$ cat config.mk
export PLATFORM = sky130hd
export DESIGN_NAME = vts_ctrl
export DESIGN_NICKNAME = d
export VERILOG_FILES = /design/src/hw/rtl/volume_trilinear_sampler_macros.svh /design/src/hw/rtl/vts_pkg.sv /design/src/hw/rtl/vts_ctrl.sv
export SDC_FILE = /design/constraint.sdc
export NUM_CORES = 1
export LEC_CHECK = 0
export BUFFER_PORTS_ARGS = -buffer_cell sky130_fd_sc_hd__buf_2
export CAP_MARGIN = 15
export CORE_AREA = 2 2 48 50
export CTS_CLUSTER_DIAMETER = 80
export DETAILED_ROUTE_END_ITERATION = 10
export DIE_AREA = 0 0 50 52
export PLACE_DENSITY = 0.73
export SYNTH_ARGS = -nofsm -noshare
export SYNTH_HDL_FRONTEND = slang
export SYNTH_SLANG_ARGS = --single-unit
$ cat constraint.sdc
create_clock -name clk -period 2 [get_ports clk]
set_clock_uncertainty 0.15 [all_clocks]
set_input_delay 0.4 -clock clk [delete_from_list [all_inputs] [get_ports clk]]
set_output_delay 0.4 -clock clk [all_outputs]
set_load 0.005 [all_outputs]
$ cat src/hw/rtl/volume_trilinear_sampler_macros.svh
// assertion macros for the volume trilinear sampler
`ifndef VOLUME_TRILINEAR_SAMPLER_MACROS_SVH
`define VOLUME_TRILINEAR_SAMPLER_MACROS_SVH

// implication checked on every clock edge outside reset
`define VTS_ASSERT_IMP(label, ante, cons) \
  label: assert property (@(posedge clk) disable iff (!rst_n) (ante) |-> (cons)) \
    else $error("assertion failed");

// implication whose consequent is checked in the cycle after the antecedent
`define VTS_ASSERT_NEXT(label, ante, cons) \
  label: assert property (@(posedge clk) disable iff (!rst_n) (ante) |=> (cons)) \
    else $error("assertion failed");

`endif

$ cat src/hw/rtl/vts_pkg.sv
// shared types and constants for the volume trilinear sampler
`timescale 1ns / 1ps
package vts_pkg;
  localparam int unsigned CoordW = 32;
  localparam int unsigned SpaceW = 31;
  localparam int unsigned ValW = 16;
  localparam int unsigned WgtW = 16;
  localparam int unsigned CfgIdxW = 3;
  // divider dividend: 33-bit offset, or a 31-bit remainder times 65536
  localparam int unsigned DivW = 47;

  localparam logic [CfgIdxW-1:0] CFG_ORIGIN_X = 3'd0;
  localparam logic [CfgIdxW-1:0] CFG_ORIGIN_Y = 3'd1;
  localparam logic [CfgIdxW-1:0] CFG_ORIGIN_Z = 3'd2;
  localparam logic [CfgIdxW-1:0] CFG_SPACE_X = 3'd3;
  localparam logic [CfgIdxW-1:0] CFG_SPACE_Y = 3'd4;
  localparam logic [CfgIdxW-1:0] CFG_SPACE_Z = 3'd5;

  localparam logic OP_WRITE = 1'b0;
  localparam logic OP_QUERY = 1'b1;

  // controller to datapath commands
  typedef struct packed {
    logic load;      // capture request, compute offsets
    logic div_start; // begin divisions
    logic box_chk;   // register box test
    logic addr_prep; // compute base index and steps
    logic fetch;     // issue corner read
    logic mul1;      // weight products
    logic mul2;      // value products
    logic acc;       // accumulate corner
    logic acc_clr;   // clear accumulator
    logic finish;    // drive result
    logic fin_out;   // drive out-of-box result
  } vts_cmd_t;

  // datapath to controller status
  typedef struct packed {
    logic div_done;
    logic outside;
  } vts_sts_t;
endpackage

$ cat src/hw/rtl/vts_ctrl.sv
// controller: sequences divisions, box test and the eight corner reads
`timescale 1ns / 1ps
module vts_ctrl (
  input  logic              clk,
  input  logic              rst_n,
  input  logic              start,
  input  logic              op,
  output logic              busy,
  output logic              dv_first,
  output logic [2:0]        corner,
  output vts_pkg::vts_cmd_t cmd,
  input  vts_pkg::vts_sts_t sts
);
  import vts_pkg::*;

  typedef enum logic [8:0] {
    S_IDLE = 9'b000000001,
    S_DIV1 = 9'b000000010,
    S_BOX  = 9'b000000100,
    S_DIV2 = 9'b000001000,
    S_PREP = 9'b000010000,
    S_RUN  = 9'b000100000,
    S_DONE = 9'b001000000,
    S_OUT  = 9'b010000000,
    S_LD   = 9'b100000000
  } state_t;

  state_t state_r, state_nxt;
  logic [3:0] cnt_r, cnt_nxt;

  // next state and commands
  always_comb begin
    state_nxt = state_r;
    cnt_nxt = cnt_r;
    cmd = '0;
    dv_first = 1'b1;
    case (state_r)
      S_IDLE: begin
        if (start && op == OP_QUERY) begin
          cmd.load = 1'b1;
          state_nxt = S_LD;
        end
      end
      S_LD: begin
        cmd.div_start = 1'b1;
        state_nxt = S_DIV1;
      end
      S_DIV1: begin
        if (sts.div_done) begin
          cmd.box_chk = 1'b1;
          state_nxt = S_BOX;
        end
      end
      S_BOX: begin
        if (sts.outside) state_nxt = S_OUT;
        else begin
          cmd.div_start = 1'b1;
          dv_first = 1'b0;
          state_nxt = S_DIV2;
        end
      end
      S_DIV2: begin
        dv_first = 1'b0;
        if (sts.div_done) begin
          cmd.addr_prep = 1'b1;
          cmd.acc_clr = 1'b1;
          cnt_nxt = '0;
          state_nxt = S_PREP;
        end
      end
      S_PREP: state_nxt = S_RUN;
      S_RUN: begin
        // corner k fetched at cnt k, then its weight product, value product and accumulation follow in order
        cmd.fetch = (cnt_r < 4'd8);
        cmd.mul1 = (cnt_r >= 4'd1 && cnt_r <= 4'd8);
        cmd.mul2 = (cnt_r >= 4'd2 && cnt_r <= 4'd9);
        cmd.acc = (cnt_r >= 4'd3);
        cnt_nxt = cnt_r + 1'b1;
        if (cnt_r == 4'd10) state_nxt = S_DONE;
      end
      S_DONE: begin
        cmd.finish = 1'b1;
        state_nxt = S_IDLE;
      end
      S_OUT: begin
        cmd.fin_out = 1'b1;
        state_nxt = S_IDLE;
      end
      default: state_nxt = S_IDLE;
    endcase
  end

  assign corner = cnt_r[2:0];
  assign busy = (state_r != S_IDLE);

  always_ff @(posedge clk) begin
    if (!rst_n) begin
      state_r <= S_IDLE;
      cnt_r <= '0;
    end else begin
      state_r <= state_nxt;
      cnt_r <= cnt_nxt;
    end
  end
endmodule

==> key figures, run 1 <==
Routing
  – Via Count: 1000
  – Average via count per standard cell: 5.464
  – DRC: 0
  – Violation count after the first detailed-routing iteration: 20
  – Antenna-violating nets left: 0
  – Detailed-route wire length per cell: 13.80 um
  – TritonRoute pass-1 iters: 4
  – Total Routed Length: 2.525 mm

Global route
  – Aggregate global-route resource usage: 0.2047
  – Global-route wire length before repair: 4.043 mm
  – Antenna violations before repair: 0
  – Remaining Overflow, GRT: 0
  – Pin count of the biggest net entering global routing: 14
  – Vias in the first global route: 868

Logic synthesis
  – Leading post-synthesis cells by cell area: sky130_fd_sc_hd__dfxtp_1, sky130_fd_sc_hd__ha_1, sky130_fd_sc_hd__nand2_1, sky130_fd_sc_hd__nor2b_1, sky130_fd_sc_hd__a21oi_1
  – Portion of synthesized cell area occupied by the leading cell type: 0.2869
  – Mapped Avg Cell Area: 7.820 um^2
  – Synthesis Warnings: 0
  – Synth area leader: sky130_fd_sc_hd__dfxtp_1
  – Seq cells post-synth: 13
  – Fraction of the yosys area taken by sequential cells: 0.2869
  – Number of cells produced by synthesis: 116
  – Syn_nets: 127
  – Post-synth design cell area: 907.1 um^2
  – Unique cell type count in the Yosys netlist: 36

Power and ir drop
  – Post-layout power: 498.5 uW
  – Leak pwr: 0.5686 nW
  – Power density over the cells: 388.7 nW/um^2
  – Peak supply drop: 0.2248 mV

Cells and area
  – Final core utilization: 0.6090
  – Number of cells in the finished layout apart from fillers: 183
  – Filler cells: 198
  – Final non-filler cell area: 1282 um^2
  – Antenna diode count: 0
  – Ratio of cells with drive above 1 in the final layout: 0.4516
  – Final net count: 167
  – Area delta synth->final: 41.38%

STA
  – Minimum clock period: 2.097 ns
  – Portion of the clock cycle consumed by the worst path in the final layout: 1.049
  – Worst max-slew margin expressed relative to the limit: 0.6967
  – Final setup slack of the worst path: -0.09746 ns
  – Setup repair after global routing missed its margin: true
  – Final setup vio count: 6
  – Fmax: 0.4768 GHz
  – Post-Route Hold Slack: 0.2228 ns
  – Final Hold Violating Endpoints: 0
  – Sum of negative setup slack: -0.3338 ns
  – Slew of the pin with the lowest slew margin: 0.4502 ns
  – Final max-slew violation count: 0

Floorplanning
  – Die height: 52 um
  – Total Die Area: 2600 um^2
  – Starting density of the core: 0.4308
  – Num ports: 22
  – Die span in x: 50 um
  – Area of the core: 2106 um^2
  – Number of standard-cell rows in the floorplan: 17

Setup path
  – Reg-to-reg startpoint: state_r[8]
  – Worst Path Max Fanout: 4
  – Reg-to-reg critical path endpoint: state_r[6]
  – Top Family by Delay on Critical Path: simple AND/OR/NAND/NOR gates
  – Highest cell delay on the worst timing path: 0.38 ns
  – Sum of buffers and inverters on the critical path: 3
  – Data arrival time of the critical path: 1.55 ns
  – Critical path class: reg -> out
  – Data required time of the worst path: 1.45 ns
  – Worst R2R Setup Slack: 0.12 ns
  – Worst Reg-to-Reg Cells: 5
  – Cell-by-cell listing of the critical path: nor4_4 > buf_4 > nand4_1 > inv_2 > buf_6
  – Kind of launch point of the worst setup path: register
  – Slowest cell on the critical path: sky130_fd_sc_hd__nor4_4
  – Crit end category: output port

Flow run
  – Max Cap Violations: 0

Place
  – Place WS: 0.1055 ns
  – Placed Instance Area: 1023 um^2
  – Count of input and output buffers: 21
  – Detailed-placement wirelength estimate: 1.525 mm
  – Placed Cells: 161
  – Global placer's final weighted congestion: 0.9552

Clocking
  – Clock tree from TritonCTS: yes
  – Root buffer cell: sky130_fd_sc_hd__clkbuf_4
  – H-tree lvl count: 1
  – Total clock buffers created by CTS: 3
  – Clk sinks: 13
  – Deepest clock path buffer count: 2
  – Total of hold buffers inserted after clock tree synthesis: 0
  – Clock network latency to the later pin of the worst-skew pair: 0.28 ns
  – Clock transition time at the flip-flop clock pins of the worst setup and hold paths: 0.08 ns

Worst hold path
  – Min-Delay Path Depth: 3
  – Worst min-delay path endpoint: state_r[7]
  – Worst hold path type: in -> reg
  – Hold path startpoint: sts[0]

Outcome
  – Outcome: finished, violations left
  – Violated checks: setup timing
==> report_power, final <==
group | internal (mW) | switching [mW] | leakage (nW) | total [mW]
clock | 0.0773 | 0.0846 | 0.0150 | 0.162
combinational | 0.0359 | 0.0352 | 0.444 | 0.0711
sequential | 0.259 | 0.00666 | 0.110 | 0.265
total | 0.372 | 0.126 | 0.569 | 0.498
==> synth_stat cells (all sizes together) <==
library cell  instances
nand3b                1
or4                   1
inv                   5
ha                    5
a41o                  1
xor2                  1
dfxtp                13
nor4                  3
nand2                12
nand3                 3
nor3                  6
nor2                  9
o21ai                 7
xnor2                 1
o31ai                 1
o22ai                 2
or3                   4
nand4                 5
nand2b                1
a21boi                2
a21oi                 7
buf                   6
nor3b                 2
nor2b                 6
mux2i                 1
nor4b                 1
o21bai                2
and2                  5
o211ai                1
clkbuf                2
==> kinds of logic (layout without fill, tap and decap cells) <==
logic type | after synthesis | after routing | synth area share
AO/OA/AOI/OAI | 23 | 23 | 0.1559
XOR/XNOR | 2 | 2 | 0.01931
adder cells (fa/ha/maj) | 5 | 5 | 0.06897
buffers and inverters | 13 | 52 | 0.08000
flip-flops | 13 | 13 | 0.2869
multiplexers | 1 | 1 | 0.01103
AND/OR/NAND/NOR | 59 | 59 | 0.3779
==> tightest hold or removal path, cell delays in order <==
cell and delay, ns:
sky130_fd_sc_hd__buf_2 0.11, sky130_fd_sc_hd__nand3_1 0.07, sky130_fd_sc_hd__nor3_1 0.04
==> what timing repair did <==
action	4_1_cts	5_1_grt
buffers inserted	6	11
endpoints found under the setup margin	12	13
gates resized for setup	16	14
pin swaps	7	5
cloned	0	1
==> layout by cell type (no fill, tap or decap), types with 2 or more instances in the layout <==
master / n
sky130_fd_sc_hd__a21oi_1: 6
sky130_fd_sc_hd__dfxtp_2: 5
sky130_fd_sc_hd__nand3_1: 2
sky130_fd_sc_hd__o21bai_1: 2
sky130_fd_sc_hd__nor2_2: 2
sky130_fd_sc_hd__nand4_1: 5
sky130_fd_sc_hd__o21ai_0: 7
sky130_fd_sc_hd__ha_1: 5
sky130_fd_sc_hd__and2_1: 5
sky130_fd_sc_hd__nor3_1: 3
sky130_fd_sc_hd__dfxtp_1: 4
sky130_fd_sc_hd__nand2_1: 12
sky130_fd_sc_hd__nor2b_1: 6
sky130_fd_sc_hd__nor2_1: 6
sky130_fd_sc_hd__buf_2: 20
sky130_fd_sc_hd__nor3_4: 2
sky130_fd_sc_hd__nor3b_2: 2
sky130_fd_sc_hd__or3_1: 3
sky130_fd_sc_hd__buf_4: 19
sky130_fd_sc_hd__dfxtp_4: 4
sky130_fd_sc_hd__inv_1: 4
sky130_fd_sc_hd__o22ai_1: 2
sky130_fd_sc_hd__clkbuf_4: 3
sky130_fd_sc_hd__buf_6: 4
==> registers in the layout, summed over array words and instances (netlist names) <==
register and count:
state_r 9, cnt_r 4
==> routing by layer <==
layer  GRT usage  routed length (um)  vias to the layer above
met1      0.2496                1031                      479
met4     0.09722                  80                        0
met2      0.3618                1329                       26
li1            -                   -                      487
met3     0.01724                  85                        8
met5           0                   0                        -
==> cell type report <==
cell class                      instances  area (um^2)  area share
Clock buffer                            4        26.28     0.02049
Inverter                                5        18.77     0.01463
Multi-Input combinational cell         90        633.1      0.4937
Sequential cell                        13        281.5      0.2195
Tap cell                               28        35.03     0.02732
Timing Repair Buffer                   43        287.8      0.2244
==> worst max-delay path by stage <==
stage,from,to,cells after the start
after global placement,state_r[4],cmd[8],4
after floorplan,state_r[8],cmd[4],5
final,state_r[7],cmd[2],5
after global routing,state_r[7],cmd[2],5
after detailed placement,state_r[4],cmd[8],4
after CTS,state_r[7],cmd[10],4
Power figures use the tool's default switching activity.
==> inputs of run 2 (changes only) <==
SKIP_LAST_GASP = 1   (was unset)
==> run 2 against run 1 <==
Compared with the run above: the flow still finishes with violations (setup timing); cell count unchanged; critical path depth unchanged; combinational power about the same; flip-flop and latch count unchanged; sequential share of layout area unchanged; sequential power about the same; register-to-register slack about the same; highest routed layer unchanged.
==> key figures, run 2 (synthesized netlist as in run 1, its figures left out) <==
Outcome
  – Outcome: finished, violations left
  – Violated checks: setup timing

Setup path
  – Reg-to-reg startpoint: state_r[8]
  – Slowest cell on the critical path: sky130_fd_sc_hd__nor4_4
  – Kind of launch point of the worst setup path: register
  – Critical path class: reg -> out
  – Highest cell delay on the worst timing path: 0.38 ns
  – Data arrival time of the critical path: 1.55 ns
  – Start point of the critical path: state_r[7]
  – Cell-by-cell listing of the critical path: nor4_4 > buf_4 > nand4_1 > inv_2 > buf_6
  – Crit end category: output port
  – Worst Path Max Fanout: 4
  – Data required time of the worst path: 1.45 ns

Cells and area
  – Ratio of cells with drive above 1 in the final layout: 0.4516
  – Final core utilization: 0.6090
  – Area delta synth->final: 41.38%
  – Max FFs per register: 9
  – Largest registers ranked by flip-flop count: state_r (9), cnt_r (4)
  – Final net count: 167
  – Most common cell after layout, fill and taps aside: sky130_fd_sc_hd__buf_2
  – Register with the highest flop count: state_r
  – Filler cells: 198
  – Leading cell types in the layout, fill and taps excluded: sky130_fd_sc_hd__buf_2, sky130_fd_sc_hd__buf_4, sky130_fd_sc_hd__nand2_1
  – Antenna diode count: 0

Clocking
  – Clock tree from TritonCTS: yes
  – Total clock buffers created by CTS: 3
  – Clock network latency to the later pin of the worst-skew pair: 0.28 ns
  – Root buffer cell: sky130_fd_sc_hd__clkbuf_4
  – Clk sinks: 13
  – Clock transition time at the flip-flop clock pins of the worst setup and hold paths: 0.08 ns
  – H-tree lvl count: 1
  – Total of hold buffers inserted after clock tree synthesis: 0
  – Deepest clock path buffer count: 2

STA
  – Final setup slack of the worst path: -0.09746 ns
  – Worst max-slew margin expressed relative to the limit: 0.6967
  – Sum of negative setup slack: -0.3338 ns
  – Final setup vio count: 6
  – Slew of the pin with the lowest slew margin: 0.4502 ns
  – Final max-slew violation count: 0
  – Minimum clock period: 2.097 ns
  – Fmax: 0.4768 GHz
  – Final Hold Violating Endpoints: 0
  – Setup repair after global routing missed its margin: true
  – Portion of the clock cycle consumed by the worst path in the final layout: 1.049

Global route
  – Pin count of the biggest net entering global routing: 14
  – Antenna violations before repair: 0
  – Vias in the first global route: 868
  – Global-route wire length before repair: 4.043 mm
  – Remaining Overflow, GRT: 0
  – Aggregate global-route resource usage: 0.2047

Power and ir drop
  – Comb pwr share: 0.143
  – Peak supply drop: 0.2248 mV
  – Power share of the clock group: 0.325
  – Switching Power: 126.5 uW
  – Proportion of total power due to net switching: 0.2537
  – Internal power summed over all cells: 372.0 uW
  – Sequential group share of total power: 0.533
  – Leak pwr: 0.5686 nW
  – Power density over the cells: 388.7 nW/um^2

Place
  – Global placer's final weighted congestion: 0.9552
  – Detailed-placement wirelength estimate: 1.525 mm
  – Count of input and output buffers: 21

Floorplanning
  – Die span in x: 50 um
  – Total Die Area: 2600 um^2
  – Area of the core: 2106 um^2
  – Num ports: 22
  – Die height: 52 um
  – Number of standard-cell rows in the floorplan: 17
  – Starting density of the core: 0.4308

Routing
  – Total Routed Length: 2.525 mm
  – Detailed-route wire length per cell: 13.80 um
  – TritonRoute pass-1 iters: 4
  – Violation count after the first detailed-routing iteration: 20
  – Antenna-violating nets left: 0
  – Via Count: 1000
  – Average via count per standard cell: 5.464
  – DRC: 0

Worst hold path
  – Hold path startpoint: sts[0]
  – Worst hold path type: in -> reg

Flow run
  – Max Cap Violations: 0
==> run 2: power groups by stage <==
stage	clock network (mW)	logic (mW)	registers, mW
after floorplan	0	0.0372	0.272
after global placement	0	0.0518	0.276
after detailed placement	0	0.0524	0.276
after CTS	0.166	0.0548	0.270
after global routing	0.183	0.0788	0.266
final	0.162	0.0711	0.265
==> run 2: what timing repair did <==
action / CTS / global route
setup endpoints to repair: 12 / 13
endpoints found under the hold margin: 0 / 0
cloned: 0 / 1
resized for setup: 16 / 14
buffers inserted: 6 / 11
pin swaps: 7 / 5
==> run 2: final timing paths <==
check | to | slack (ns) | cells past startpoint
setup / recovery | cmd[2] | -0.1 | 5
hold reg to reg | cnt_r[0] | 0.37 | 2
setup reg to reg | state_r[6] | 0.12 | 5
hold / removal | state_r[7] | 0.22 | 3
==> run 2: area by class of cell <==
cell class | instances | area [um^2] | share of cell area
multi-input cells | 90 | 633.1 | 0.4937
well taps | 28 | 35.03 | 0.02732
repair buffers | 43 | 287.8 | 0.2244
flip-flops and latches | 13 | 281.5 | 0.2195
clock buffers | 4 | 26.28 | 0.02049
inverters | 5 | 18.77 | 0.01463
==> run 2: worst max-delay path: cells and delay by family, from the launching register on <==
family	cells	cell delay, ns
AND/OR/NAND/NOR	2	0.51
buffers and inverters	3	0.39
flip-flops	1	0.37
==> run 2: stage by stage <==
stage	hold WS [ns]	cell area (um^2)	total power [mW]	instances	worst slack, ns
final	0.2228	1282	0.4985	183	-0.09746
after global routing	0.2219	1282	0.5275	183	-0.1837
after CTS	0.2197	1139	0.4905	171	-0.05268
after detailed placement	0.4026	1023	0.3287	161	0.1055
after global placement	0.3896	1023	0.3280	161	0.1481
after floorplan	0.3546	907.1	0.3095	116	0.2459
==> run 2: per-layer routing <==
| layer | wire length [um] | global-route usage | part of all wire | vias to the layer above |
|---|---|---|---|---|
| li1 | - | - | - | 487 |
| met1 | 1031 | 0.2496 | 0.41 | 479 |
| met2 | 1329 | 0.3618 | 0.53 | 26 |
| met3 | 85 | 0.01724 | 0.034 | 8 |
| met4 | 80 | 0.09722 | 0.032 | 0 |
| met5 | 0 | 0 | 0 | - |
